`src/hdl/tpr_pkg.sv`:
```
// tpr_pkg: shared types, constants and helpers for the time punch record parser
// used by tpr_step, tpr_res_fifo and time_punch_record_parser_top
`timescale 1ns / 1ps

package tpr_pkg;

    // status codes of a finished line
    typedef enum logic [3:0] {
        ST_OK          = 4'd0,
        ST_BAD_SETTING = 4'd1,
        ST_COMMENT     = 4'd2,
        ST_LENGTH      = 4'd3,
        ST_IN_OUT      = 4'd4,
        ST_DATE_SEP    = 4'd5,
        ST_SPACES      = 4'd6,
        ST_CONVERSION  = 4'd7,
        ST_RANGE       = 4'd8,
        ST_TIME_SEP    = 4'd9,
        ST_NEWLINE     = 4'd10
    } status_t;

    // configuration register indexes (address bit 2)
    localparam logic REG_DATE_SEP = 1'b0;
    localparam logic REG_TIME_SEP = 1'b1;

    localparam logic [7:0] DATE_SEP_RESET = 8'd47;
    localparam logic [7:0] TIME_SEP_RESET = 8'd58;

    // characters of the record layout
    localparam logic [7:0] CH_HASH  = 8'h23;
    localparam logic [7:0] CH_SPACE = 8'h20;
    localparam logic [7:0] CH_ZERO  = 8'h30;
    localparam logic [7:0] CH_NINE  = 8'h39;
    localparam logic [7:0] CH_I     = 8'h49;
    localparam logic [7:0] CH_N     = 8'h4E;
    localparam logic [7:0] CH_O     = 8'h4F;
    localparam logic [7:0] CH_U     = 8'h55;
    localparam logic [7:0] CH_T     = 8'h54;
    localparam logic [7:0] CH_CR    = 8'h0D;
    localparam logic [7:0] CH_LF    = 8'h0A;

    // line layout
    localparam logic [4:0] POS_MAX      = 5'd31;
    localparam logic [4:0] POS_LAST_LF  = 5'd29;
    localparam logic [4:0] POS_LAST_CRLF = 5'd30;
    localparam logic [2:0] BLANK_ALL    = 3'd4;

    // field limits
    localparam logic [13:0] MONTH_MIN   = 14'd1;
    localparam logic [13:0] MONTH_MAX   = 14'd12;
    localparam logic [13:0] DAY_MIN     = 14'd1;
    localparam logic [13:0] DAY_MAX     = 14'd31;
    localparam logic [13:0] YEAR_MIN    = 14'd1900;
    localparam logic [13:0] YEAR_MAX    = 14'd2200;
    localparam logic [13:0] COMMENT_MIN = 14'd1000;
    localparam logic [13:0] COMMENT_MAX = 14'd9999;
    localparam logic [13:0] HOUR_MAX    = 14'd23;
    localparam logic [13:0] MINUTE_MAX  = 14'd59;

    // per-line parser state
    typedef struct packed {
        logic [4:0]  position;
        status_t     first_error;
        logic        hash_seen;
        logic        out_flag;
        logic [13:0] acc;
        logic [3:0]  month;
        logic [4:0]  day;
        logic [11:0] year;
        logic [13:0] comment;
        logic [4:0]  hour;
        logic [2:0]  blank_count;
        logic        cr_seen;
    } line_state_t;

    // one result item, status in the lowest bits
    typedef struct packed {
        logic [5:0]  minute_value;
        logic [4:0]  hour_value;
        logic [13:0] comment_number;
        logic [11:0] year_value;
        logic [4:0]  day_value;
        logic [3:0]  month_value;
        logic        punch_out;
        status_t     status;
    } result_t;

    localparam int RESULT_W = $bits(result_t);
    localparam int TDATA_W  = ((RESULT_W + 7) / 8) * 8;

    function automatic logic out_of_range(input logic [13:0] v, input logic [13:0] lo,
                                          input logic [13:0] hi);
        out_of_range = (v < lo) || (v > hi);
    endfunction

endpackage

```
`src/hdl/tpr_step.sv`:
```
// tpr_step: combinational update of the line state for one byte, plus the line result
// depends on tpr_pkg
`timescale 1ns / 1ps

module tpr_step
(
    input  tpr_pkg::line_state_t state,
    input  logic [7:0]           char_byte,
    input  logic [7:0]           date_sep,
    input  logic [7:0]           time_sep,
    output tpr_pkg::line_state_t state_next,
    output tpr_pkg::result_t     result
);

    logic            is_digit;
    logic [3:0]      digit;
    logic [16:0]     acc_x10_full;
    logic [13:0]     acc_x10;
    logic [13:0]     acc_cont;
    logic [13:0]     acc_first;
    tpr_pkg::status_t err;
    tpr_pkg::status_t fe_next;
    tpr_pkg::status_t st;

    // digit decode and multiply-by-ten accumulate
    assign is_digit     = (char_byte >= tpr_pkg::CH_ZERO) && (char_byte <= tpr_pkg::CH_NINE);
    assign digit        = is_digit ? char_byte[3:0] : 4'd0;
    assign acc_x10_full = {state.acc, 3'b000} + {2'b00, state.acc, 1'b0};
    assign acc_x10      = acc_x10_full[13:0];
    assign acc_cont     = acc_x10 + {10'd0, digit};
    assign acc_first    = {10'd0, digit};

    // per-position checks
    always_comb
    begin
        state_next = state;
        err        = tpr_pkg::ST_OK;
        case (state.position)
            5'd0:
            begin
                state_next.hash_seen = (char_byte == tpr_pkg::CH_HASH);
                if (char_byte == tpr_pkg::CH_I)
                    state_next.out_flag = 1'b0;
                else if (char_byte == tpr_pkg::CH_O)
                    state_next.out_flag = 1'b1;
                else
                    err = tpr_pkg::ST_IN_OUT;
            end
            5'd1:
            begin
                if (char_byte != (state.out_flag ? tpr_pkg::CH_U : tpr_pkg::CH_N))
                    err = tpr_pkg::ST_IN_OUT;
            end
            5'd2:
            begin
                if (char_byte != (state.out_flag ? tpr_pkg::CH_T : tpr_pkg::CH_SPACE))
                    err = tpr_pkg::ST_IN_OUT;
            end
            5'd3, 5'd4, 5'd5:
            begin
                if (char_byte != tpr_pkg::CH_SPACE)
                    err = tpr_pkg::ST_IN_OUT;
            end
            5'd6, 5'd9, 5'd12, 5'd24, 5'd27:
            begin
                state_next.acc = acc_first;
                if (!is_digit)
                    err = tpr_pkg::ST_CONVERSION;
            end
            5'd13, 5'd14:
            begin
                state_next.acc = acc_cont;
                if (!is_digit)
                    err = tpr_pkg::ST_CONVERSION;
            end
            5'd7:
            begin
                state_next.acc   = acc_cont;
                state_next.month = acc_cont[3:0];
                if (!is_digit)
                    err = tpr_pkg::ST_CONVERSION;
                else if (tpr_pkg::out_of_range(acc_cont, tpr_pkg::MONTH_MIN, tpr_pkg::MONTH_MAX))
                    err = tpr_pkg::ST_RANGE;
            end
            5'd8, 5'd11:
            begin
                if (char_byte != date_sep)
                    err = tpr_pkg::ST_DATE_SEP;
            end
            5'd10:
            begin
                state_next.acc = acc_cont;
                state_next.day = acc_cont[4:0];
                if (!is_digit)
                    err = tpr_pkg::ST_CONVERSION;
                else if (tpr_pkg::out_of_range(acc_cont, tpr_pkg::DAY_MIN, tpr_pkg::DAY_MAX))
                    err = tpr_pkg::ST_RANGE;
            end
            5'd15:
            begin
                state_next.acc  = acc_cont;
                state_next.year = acc_cont[11:0];
                if (!is_digit)
                    err = tpr_pkg::ST_CONVERSION;
                else if (tpr_pkg::out_of_range(acc_cont, tpr_pkg::YEAR_MIN, tpr_pkg::YEAR_MAX))
                    err = tpr_pkg::ST_RANGE;
            end
            5'd16, 5'd17, 5'd22, 5'd23:
            begin
                if (char_byte != tpr_pkg::CH_SPACE)
                    err = tpr_pkg::ST_SPACES;
            end
            5'd18, 5'd19, 5'd20, 5'd21:
            begin
                // comment field: four digits or four blanks
                if (char_byte == tpr_pkg::CH_SPACE)
                begin
                    state_next.blank_count = state.blank_count + 3'd1;
                    state_next.acc = (state.position == 5'd18) ? 14'd0 : acc_x10;
                end
                else
                begin
                    state_next.acc = (state.position == 5'd18) ? acc_first : acc_cont;
                    if (!is_digit)
                        err = tpr_pkg::ST_CONVERSION;
                end
                if (state.position == 5'd21)
                begin
                    if (state_next.blank_count == tpr_pkg::BLANK_ALL)
                        state_next.comment = 14'd0;
                    else
                    begin
                        state_next.comment = state_next.acc;
                        if (err == tpr_pkg::ST_OK)
                        begin
                            if (state_next.blank_count != 3'd0)
                                err = tpr_pkg::ST_CONVERSION;
                            else if (tpr_pkg::out_of_range(state_next.acc,
                                                          tpr_pkg::COMMENT_MIN,
                                                          tpr_pkg::COMMENT_MAX))
                                err = tpr_pkg::ST_RANGE;
                        end
                    end
                end
            end
            5'd25:
            begin
                state_next.acc  = acc_cont;
                state_next.hour = acc_cont[4:0];
                if (!is_digit)
                    err = tpr_pkg::ST_CONVERSION;
                else if (acc_cont > tpr_pkg::HOUR_MAX)
                    err = tpr_pkg::ST_RANGE;
            end
            5'd26:
            begin
                if (char_byte != time_sep)
                    err = tpr_pkg::ST_TIME_SEP;
            end
            5'd28:
            begin
                state_next.acc = acc_cont;
                if (!is_digit)
                    err = tpr_pkg::ST_CONVERSION;
                else if (acc_cont > tpr_pkg::MINUTE_MAX)
                    err = tpr_pkg::ST_RANGE;
            end
            5'd29:
            begin
                if (char_byte == tpr_pkg::CH_CR)
                    state_next.cr_seen = 1'b1;
                else if (char_byte != tpr_pkg::CH_LF)
                    err = tpr_pkg::ST_NEWLINE;
            end
            5'd30:
            begin
                if (!(state.cr_seen && (char_byte == tpr_pkg::CH_LF)))
                    err = tpr_pkg::ST_NEWLINE;
            end
            default:
            begin
                err = tpr_pkg::ST_OK;
            end
        endcase

        // keep the first error of the line
        fe_next = (state.first_error != tpr_pkg::ST_OK) ? state.first_error : err;
        state_next.first_error = fe_next;

        // saturating byte count
        if (state.position != tpr_pkg::POS_MAX)
            state_next.position = state.position + 5'd1;
    end

    // line status by priority
    always_comb
    begin
        if ((date_sep == 8'd0) || (time_sep == 8'd0))
            st = tpr_pkg::ST_BAD_SETTING;
        else if (state_next.hash_seen)
            st = tpr_pkg::ST_COMMENT;
        else if ((state.position != tpr_pkg::POS_LAST_LF) &&
                 (state.position != tpr_pkg::POS_LAST_CRLF))
            st = tpr_pkg::ST_LENGTH;
        else if ((state.position == tpr_pkg::POS_LAST_LF) && state_next.cr_seen &&
                 (fe_next == tpr_pkg::ST_OK))
            st = tpr_pkg::ST_NEWLINE;
        else
            st = fe_next;
    end

    // result fields, zero unless the line is good
    always_comb
    begin
        result        = '0;
        result.status = st;
        if (st == tpr_pkg::ST_OK)
        begin
            result.punch_out      = state_next.out_flag;
            result.month_value    = state_next.month;
            result.day_value      = state_next.day;
            result.year_value     = state_next.year;
            result.comment_number = state_next.comment;
            result.hour_value     = state_next.hour;
            result.minute_value   = state_next.acc[5:0];
        end
    end

endmodule

```
`src/hdl/tpr_res_fifo.sv`:
```
// tpr_res_fifo: two-entry result queue that decouples the parser from the output stall
// depends on tpr_pkg
`timescale 1ns / 1ps

module tpr_res_fifo
(
    input  logic             clk,
    input  logic             rst_n,
    input  logic             push,
    input  tpr_pkg::result_t push_data,
    output logic             full,
    output logic             out_valid,
    input  logic             out_ready,
    output tpr_pkg::result_t out_data
);

    tpr_pkg::result_t entry_reg [2];
    logic [1:0]       count_reg;
    logic [1:0]       count_next;
    logic             wr_ptr_reg;
    logic             rd_ptr_reg;
    logic             pop;

    assign pop       = out_valid && out_ready;
    assign full      = (count_reg == 2'd2);
    assign out_valid = (count_reg != 2'd0);
    assign out_data  = entry_reg[rd_ptr_reg];

    // occupancy
    always_comb
    begin
        count_next = count_reg;
        if (push && !pop)
            count_next = count_reg + 2'd1;
        else if (!push && pop)
            count_next = count_reg - 2'd1;
    end

    // pointers and count
    always_ff @(posedge clk or negedge rst_n)
    begin
        if (!rst_n)
        begin
            count_reg  <= 2'd0;
            wr_ptr_reg <= 1'b0;
            rd_ptr_reg <= 1'b0;
        end
        else
        begin
            count_reg <= count_next;
            if (push)
                wr_ptr_reg <= ~wr_ptr_reg;
            if (pop)
                rd_ptr_reg <= ~rd_ptr_reg;
        end
    end

    // storage
    always_ff @(posedge clk)
    begin
        if (push)
            entry_reg[wr_ptr_reg] <= push_data;
    end

endmodule

```
`src/hdl/time_punch_record_parser_top.sv`:
```
// time_punch_record_parser_top: byte stream in, one parsed record per line out
// depends on tpr_pkg, tpr_step, tpr_res_fifo
//
// Usage:
// - s_axis carries one byte of a punch record per transfer in tdata[7:0];
//   tlast marks the final byte of the line. Only the last byte of a line
//   produces a result on m_axis.
// - m_axis tdata carries status, punch_out, month, day, year, comment number,
//   hour and minute, packed from bit 0 up; fields are zero unless status is 0.
// - The APB port holds the date separator (address 0) and time separator
//   (address 4); write them only while no line is in flight.
// Timing: a byte is held in the input register and its line state is
// updated as the byte leaves it; the result of a last byte is written from
// the input register into the result queue and is then valid on m_axis.
// Throughput: one byte per cycle unless a last byte meets a full queue, set by the single
// input register feeding the one-step parser and the two-entry result queue.
// Stall: bytes that end no line keep flowing while m_axis stalls; a last
// byte waits in the input register while the queue is full and tready drops.
// Reset: clears the line state, the queue and the separators to '/' and ':'.
`timescale 1ns / 1ps

module time_punch_record_parser_top
(
    input  logic        clk,
    input  logic        rst_n,
    // input byte stream
    input  logic        s_axis_tvalid,
    output logic        s_axis_tready,
    input  logic [7:0]  s_axis_tdata,   // [7:0] char_byte
    input  logic        s_axis_tlast,   // line_end
    // result stream
    output logic        m_axis_tvalid,
    input  logic        m_axis_tready,
    output logic [55:0] m_axis_tdata,   // [3:0] status, [4] punch_out, [8:5] month_value,
                                        // [13:9] day_value, [25:14] year_value,
                                        // [39:26] comment_number, [44:40] hour_value,
                                        // [50:45] minute_value, [55:51] zero
    // configuration
    input  logic        psel,
    input  logic        penable,
    input  logic        pwrite,
    input  logic [2:0]  paddr,
    input  logic [31:0] pwdata,
    output logic [31:0] prdata,
    output logic        pready
);

    logic                 in_valid_reg;
    logic [7:0]           in_byte_reg;
    logic                 in_last_reg;
    logic                 fire;
    logic                 s_accept;
    logic                 cfg_write;
    logic [7:0]           date_sep_reg;
    logic [7:0]           time_sep_reg;
    tpr_pkg::line_state_t line_reg;
    tpr_pkg::line_state_t line_next;
    tpr_pkg::result_t     step_result;
    tpr_pkg::result_t     out_result;
    logic                 res_full;

    // configuration registers
    assign pready    = 1'b1;
    assign cfg_write = psel && penable && pwrite && pready;
    assign prdata    = {24'd0, (paddr[2] == tpr_pkg::REG_TIME_SEP) ? time_sep_reg : date_sep_reg};

    always_ff @(posedge clk or negedge rst_n)
    begin
        if (!rst_n)
        begin
            date_sep_reg <= tpr_pkg::DATE_SEP_RESET;
            time_sep_reg <= tpr_pkg::TIME_SEP_RESET;
        end
        else if (cfg_write)
        begin
            if (paddr[2] == tpr_pkg::REG_DATE_SEP)
                date_sep_reg <= pwdata[7:0];
            else
                time_sep_reg <= pwdata[7:0];
        end
    end

    // input register
    assign fire          = in_valid_reg && (!in_last_reg || !res_full);
    assign s_axis_tready = !in_valid_reg || fire;
    assign s_accept      = s_axis_tvalid && s_axis_tready;

    always_ff @(posedge clk or negedge rst_n)
    begin
        if (!rst_n)
            in_valid_reg <= 1'b0;
        else if (s_axis_tready)
            in_valid_reg <= s_axis_tvalid;
    end

    always_ff @(posedge clk)
    begin
        if (s_accept)
        begin
            in_byte_reg <= s_axis_tdata;
            in_last_reg <= s_axis_tlast;
        end
    end

    // one byte step of the parser
    tpr_step u_step
    (
        .state      (line_reg),
        .char_byte  (in_byte_reg),
        .date_sep   (date_sep_reg),
        .time_sep   (time_sep_reg),
        .state_next (line_next),
        .result     (step_result)
    );

    // line state, cleared after the last byte
    always_ff @(posedge clk or negedge rst_n)
    begin
        if (!rst_n)
            line_reg <= '0;
        else if (fire)
        begin
            if (in_last_reg)
                line_reg <= '0;
            else
                line_reg <= line_next;
        end
    end

    // result queue
    tpr_res_fifo u_res_fifo
    (
        .clk       (clk),
        .rst_n     (rst_n),
        .push      (fire && in_last_reg),
        .push_data (step_result),
        .full      (res_full),
        .out_valid (m_axis_tvalid),
        .out_ready (m_axis_tready),
        .out_data  (out_result)
    );

    assign m_axis_tdata = {{(tpr_pkg::TDATA_W - tpr_pkg::RESULT_W){1'b0}}, out_result};

    // checks
    a_no_overflow: assert property (@(posedge clk) disable iff (!rst_n)
        (in_valid_reg && in_last_reg && res_full) |-> !fire)
        else $error("result pushed into a full queue");

    a_line_cleared: assert property (@(posedge clk) disable iff (!rst_n)
        (fire && in_last_reg) |=> (line_reg.position == 5'd0))
        else $error("line state not cleared after last byte");

    a_saturate: assert property (@(posedge clk) disable iff (!rst_n)
        (fire && !in_last_reg && (line_reg.position == tpr_pkg::POS_MAX))
        |=> (line_reg.position == tpr_pkg::POS_MAX))
        else $error("byte position wrapped");

    a_error_fields_zero: assert property (@(posedge clk) disable iff (!rst_n)
        (m_axis_tvalid && (out_result.status != tpr_pkg::ST_OK)) |-> (m_axis_tdata[55:4] == '0))
        else $error("fields not zero on an error status");

endmodule

```
`config.mk`:
```
export PLATFORM = sky130hd
export DESIGN_NAME = time_punch_record_parser_top
export DESIGN_NICKNAME = d
export VERILOG_FILES = /design/src/hdl/tpr_pkg.sv /design/src/hdl/tpr_step.sv /design/src/hdl/tpr_res_fifo.sv /design/src/hdl/time_punch_record_parser_top.sv
export SDC_FILE = /design/constraint.sdc
export NUM_CORES = 1
export LEC_CHECK = 0
export BUFFER_PORTS_ARGS = -buffer_cell sky130_fd_sc_hd__buf_2
export CORE_ASPECT_RATIO = 0.8
export CORE_MARGIN = 2
export CORE_UTILIZATION = 50
export CTS_CLUSTER_SIZE = 14
export DETAILED_ROUTE_END_ITERATION = 6
export PLACE_DENSITY = 0.67
export SETUP_SLACK_MARGIN = 0.3
export SKIP_CTS_REPAIR_TIMING = 1
export SYNTH_ARGS = -nofsm -noshare
export SYNTH_HDL_FRONTEND = slang
export SYNTH_SLANG_ARGS = --single-unit
```
`constraint.sdc`:
```
create_clock -name clk -period 9.8 [get_ports clk]
set_input_delay 1.96 -clock clk [delete_from_list [all_inputs] [get_ports clk]]
set_output_delay 1.96 -clock clk [all_outputs]
set_load 0.03 [all_outputs]
```
## Word-level counts from Yosys, hierarchy flattened

Memories as Yosys holds them, arrays and structs flattened.
Cells that the tools add are included.

- Add/subtract/negate cells: 6
- Order comparisons: 11
- Equality and inequality tests: 47
- Mux-type cells: 66
- Bitwise operators: 3
- Reduce and logical (&&, ||, !) cells: 50

Operator list:

| kind | number |
|---|---|
| $mux 4 | 27 |
| $mux 14 | 7 |
| $eq 5x5->1 const B | 15 |
| $mux 69 | 1 |
| $pmux 4 s16 | 1 |
| $mux 47 | 1 |
| $pmux 14 s3 | 1 |
| $eq 5x4->1 const B | 8 |
| $mux 3 | 12 |
| $ne 8x8->1 | 4 |
| $gt 14x5->1 const B | 2 |
| $eq 5x3->1 const B | 4 |
| $mux 5 | 4 |
| $eq 8x4->1 const B | 2 |
| $eq 8x6->1 const B | 2 |
| $eq 8x7->1 const B | 2 |
| $logic_not 8->1 | 2 |
| $ne 5x5->1 const B | 3 |
| $add 14x14->14 | 1 |
| $add 14x4->14 | 1 |
| $gt 14x12->1 const B | 1 |
| $gt 14x14->1 const B | 1 |
| $gt 14x4->1 const B | 1 |
| $gt 14x6->1 const B | 1 |
| 35 further kinds | 79 |

- Register bits after elaboration: 98
- RAM bits: 102
- Bits of input ports: 51
- Output and inout bits: 91
- Word-level logic and storage cells: 205
- Memories: 1

Memory list:

| memory | depth | width | rd ports | clocked after Yosys merged registers in | write ports | RTL line | text |
|---|---|---|---|---|---|---|---|
| u_res_fifo.entry_reg | 2 | 51 | 1 | 0 | 1 | tpr_res_fifo.sv:17 | `tpr_pkg::result_t entry_reg [2];` |

## Logic depth before layout (Yosys ltp)

- Depth after elaboration: 24
- Gate-level depth with buffers: 17
- Mapped depth without buffers: 14

## Cells and area by module

Synthesis repeated with hierarchy kept, for this count alone.

- Cell total of the unflattened synthesis: 1025
- Area total of the unflattened synthesis: 11846.4 um^2

By module, submodules not included:

| module | instances | cells an instance | area each (um^2) | sequential area each (um^2) |
|---|---|---|---|---|
| tpr_res_fifo | 1 | 175 | 4121.5 | 3163.0 |
| tpr_step | 1 | 604 | 3988.8 | 0.0 |
| time_punch_record_parser_top | 1 | 246 | 3736.1 | 2433.6 |

## Least setup slack after synthesis

OpenSTA, ideal clock, no wires.

- Path kind: input-to-output
- Start point: input paddr[2]
- End point: output prdata[0]
- Arrival: 2712 ps
- Required time: 7840 ps
- Path slack: 5128 ps
- Stages: 2
- Buffers on the path: 1
- Path through: clkbuf_1 -> mux2_2

- Longest elaborated chain between the ends: 1

Ends and longest elaborated chain:

| element | RTL line | text |
|---|---|---|
| from (decl) | time_punch_record_parser_top.sv:42 | `input logic [2:0] paddr,` |
| $mux 8 | time_punch_record_parser_top.sv:65 | `assign prdata = {24'd0, (paddr[2] == tpr_pkg::REG_TIME_SEP) ? time_sep_reg : date_sep_reg};` |
| to (decl) | time_punch_record_parser_top.sv:44 | `output logic [31:0] prdata,` |

Every way passes these cells.

==> results.ini <==
[route]
viasPerCell = 5.96
final_antenna_net_count = 0
drtPass1Iterations = 7
detailroute.via_count = 8469
drt-initial-drc-count = 814
wl_per_cell_um = 19.0
routed_wl_mm = 27.0
remaining_drc_errors = 0

[logic_synthesis]
netlist_instances = 1049
syn_area_um2 = 11300
synth_ff_type = edfxtp_1
synth_warnings = 0
synth_async_sr_flop_share_pct = 44.5
synth_seq_cells = 200
synth-seq-area-share_pct = 49.2
syn_avg_cell_area_um2 = 10.8
synthDistinctLibCells = 95
synth_edf_count = 111

[sta]
maxSlewHeadroom_pct = 27.6
worstMarginPinSlew_ns = 1.08
grt_setup_unrepaired = no
fmax_mhz = 191
hold_viol_final = 0
skew_ns = 0.0153
maxSlewViolCount = 0
min_period_over_period_pct = 53.3
setup_violations = 0
fin_crit_ns = 5.22
fin_tns_setup_ns = 0

[cells_and_area]
drive_above_1_share_pct = 22.0
diodes = 0
stdcell_count = 1422
post-route-cell-area_um2 = 12500
area_growth_pct = 10.2
num-fill-cells = 1933
largest_register_ffs = 102
nNetsFinal = 1177

[place]
place_area_um2 = 11900
hpwl_mm = 18.7
io_buffers = 85
placedCellCount = 1390
place.gp.congestion = 0.965

[worst_setup_path]
worstPathMaxFanout = 11
endpoint = u_res_fifo.entry_reg[1][3]
crit_start = in_byte_reg[4]
regToRegSetupSlack_ns = 4.58
cp-start-kind = flip-flop
r2r-start = in_byte_reg[4]
worst-endpoint-required_ns = 10.05
r2r_cells = 14
timing.rr.end = u_res_fifo.entry_reg[1][3]
worstPathArrival_ns = 5.48
critPathCaptureType = flip-flop
path_class = reg -> reg

[global_routing]
grt_pass1_wl_mm = 43.3
antenna_found_initial = 0
gr-usage-all-layers_pct = 23.1
grt_pass1_vias = 7969
gr-total-overflow = 0
grt_max_degree = 55

[clocking]
clockBufferDepth = 2
cts-root-buf = clkbuf_16
clkTransAtPathRegs_ns = 0.08
cts_tree = yes
clkSinkCount = 200
insertion_delay_ns = 0.45
htree_levels = 4
cts_buffers = 17

[die]
dieArea_um2 = 23900
die_width_um = 172
ioPinCount = 142
chipHeight_um = 139
start_util_pct = 50.6
rows = 49
core_area_um2 = 22400

[pwr]
powerDensity_nw_per_um2 = 210
leakage_nw = 4.69
peakVddDrop_mv = 0.154

[hold_path]
hp-class = reg -> reg

[outcome]
status = finished, final reports clean

[job]
maxCapViolCount = 0

-- cell type report --
class	instances	area, µm²	area share (%)
Clock buffer	17	425	3.41
Clock inverter	15	185	1.48
Inverter	15	56.3	0.451
Multi-Input combinational cell	770	5340	42.7
Sequential cell	200	5570	44.6
Tap cell	306	383	3.06
Timing Repair Buffer	99	533	4.27
-- kinds of logic after synthesis --
group,after synthesis,share of synthesized area [%]
AOI/OAI and AO/OA,263,16.9
muxes,98,9.52
DFF,200,49.2
buffers and inverters,107,4.81
xor gates and xnor gates,44,3.47
adders and majority gates,23,2.67
other,2,0.0663
and+or+nand+nor,312,13.4
-- cell usage in the layout, fill, tap and decap left out, types with 16 or more instances in the layout --
master and instances:
o21ai_0 64, a21oi_1 37, ha_1 21, nor2_1 109, buf_2 84, clkbuf_16 17
conb_1 30, a22o_1 18, edfxtp_1 111, mux2_2 78, xnor2_1 31, mux2i_1 20
a211oi_1 16, dfrtp_1 79, nor3_1 18, nand3_1 19, nand2_1 82
-- report_power, final --
group	leakage, nW	internal, mW	switching (mW)	total (mW)
Clock	0.294	0.350	0.366	0.716
Sequential	2.23	0.994	0.0768	1.07
Combinational	2.16	0.293	0.540	0.833
-- worst min path at each step --
stage / from / endpoint / slack (ns) / depth (start not counted)
global placement: line_reg[10] / line_reg[10] / 0.46 / 2
finish: line_reg[30] / line_reg[30] / 0.48 / 2
CTS: line_reg[30] / line_reg[30] / 0.49 / 2
detailed placement: line_reg[15] / line_reg[15] / 0.47 / 2
floorplan: line_reg[28] / line_reg[28] / 0.45 / 2
global route: line_reg[30] / line_reg[30] / 0.50 / 2
-- per-stage QoR --
step	utilization [%]	setup WS [ns]	hold WS [ns]	power, mW
floorplan	-	5.13	0.449	1.71
global placement	53.1	4.78	0.461	1.91
detailed placement	53.1	4.76	0.471	1.92
CTS	55.8	4.72	0.489	2.63
global route	55.8	4.30	0.501	2.75
finish	55.8	4.58	0.484	2.62
-- metal layers --
layer	vias up	GRT usage, %	wire [µm]
met5	-	0	0
met4	0	5.22	408
li1	3986	-	-
met3	30	4.25	1970
met2	330	35.1	12100
met1	4123	34.7	12500
-- cell usage after synthesis (all sizes together), types with 6 or more instances --
cell type | number | area share (%)
dfstp | 9 | 2.1
a22o | 18 | 1.4
a22oi | 10 | 0.66
a32o | 14 | 1.2
nor3 | 18 | 0.79
clkbuf | 44 | 1.5
o22ai | 7 | 0.39
inv | 15 | 0.50
nand2 | 82 | 2.7
or2 | 6 | 0.33
xnor2 | 31 | 2.4
a211oi | 20 | 1.6
mux2i | 20 | 1.8
nand2b | 8 | 0.44
dfrtp | 80 | 18
mux2 | 78 | 7.8
nor2 | 110 | 3.6
o21ai | 66 | 2.9
o211ai | 9 | 0.60
nor4 | 7 | 0.44
edfxtp | 111 | 29
nand3 | 19 | 0.84
a21oi | 38 | 1.7
buf | 48 | 2.9
ha | 21 | 2.3
xor2 | 13 | 1.1
o31ai | 10 | 0.66
a21o | 8 | 0.53
and2 | 11 | 0.61
a31oi | 9 | 0.50
and3 | 8 | 0.44
nand4 | 12 | 0.66
-- worst max-delay path, cell delays in order, from the launching register on --
cell	delay (ns)
edfxtp_1	0.52
nor4bb_4	0.67
nand3_1	0.29
inv_1	0.15
ha_1	0.41
a21o_1	0.23
a21oi_2	0.09
a211oi_4	0.44
and2_1	0.31
a41oi_1	0.14
nor3_1	0.82
a311o_1	0.33
a221oi_2	0.08
a31o_1	0.28
a211oi_2	0.26
Power figures use the tool's default switching activity.
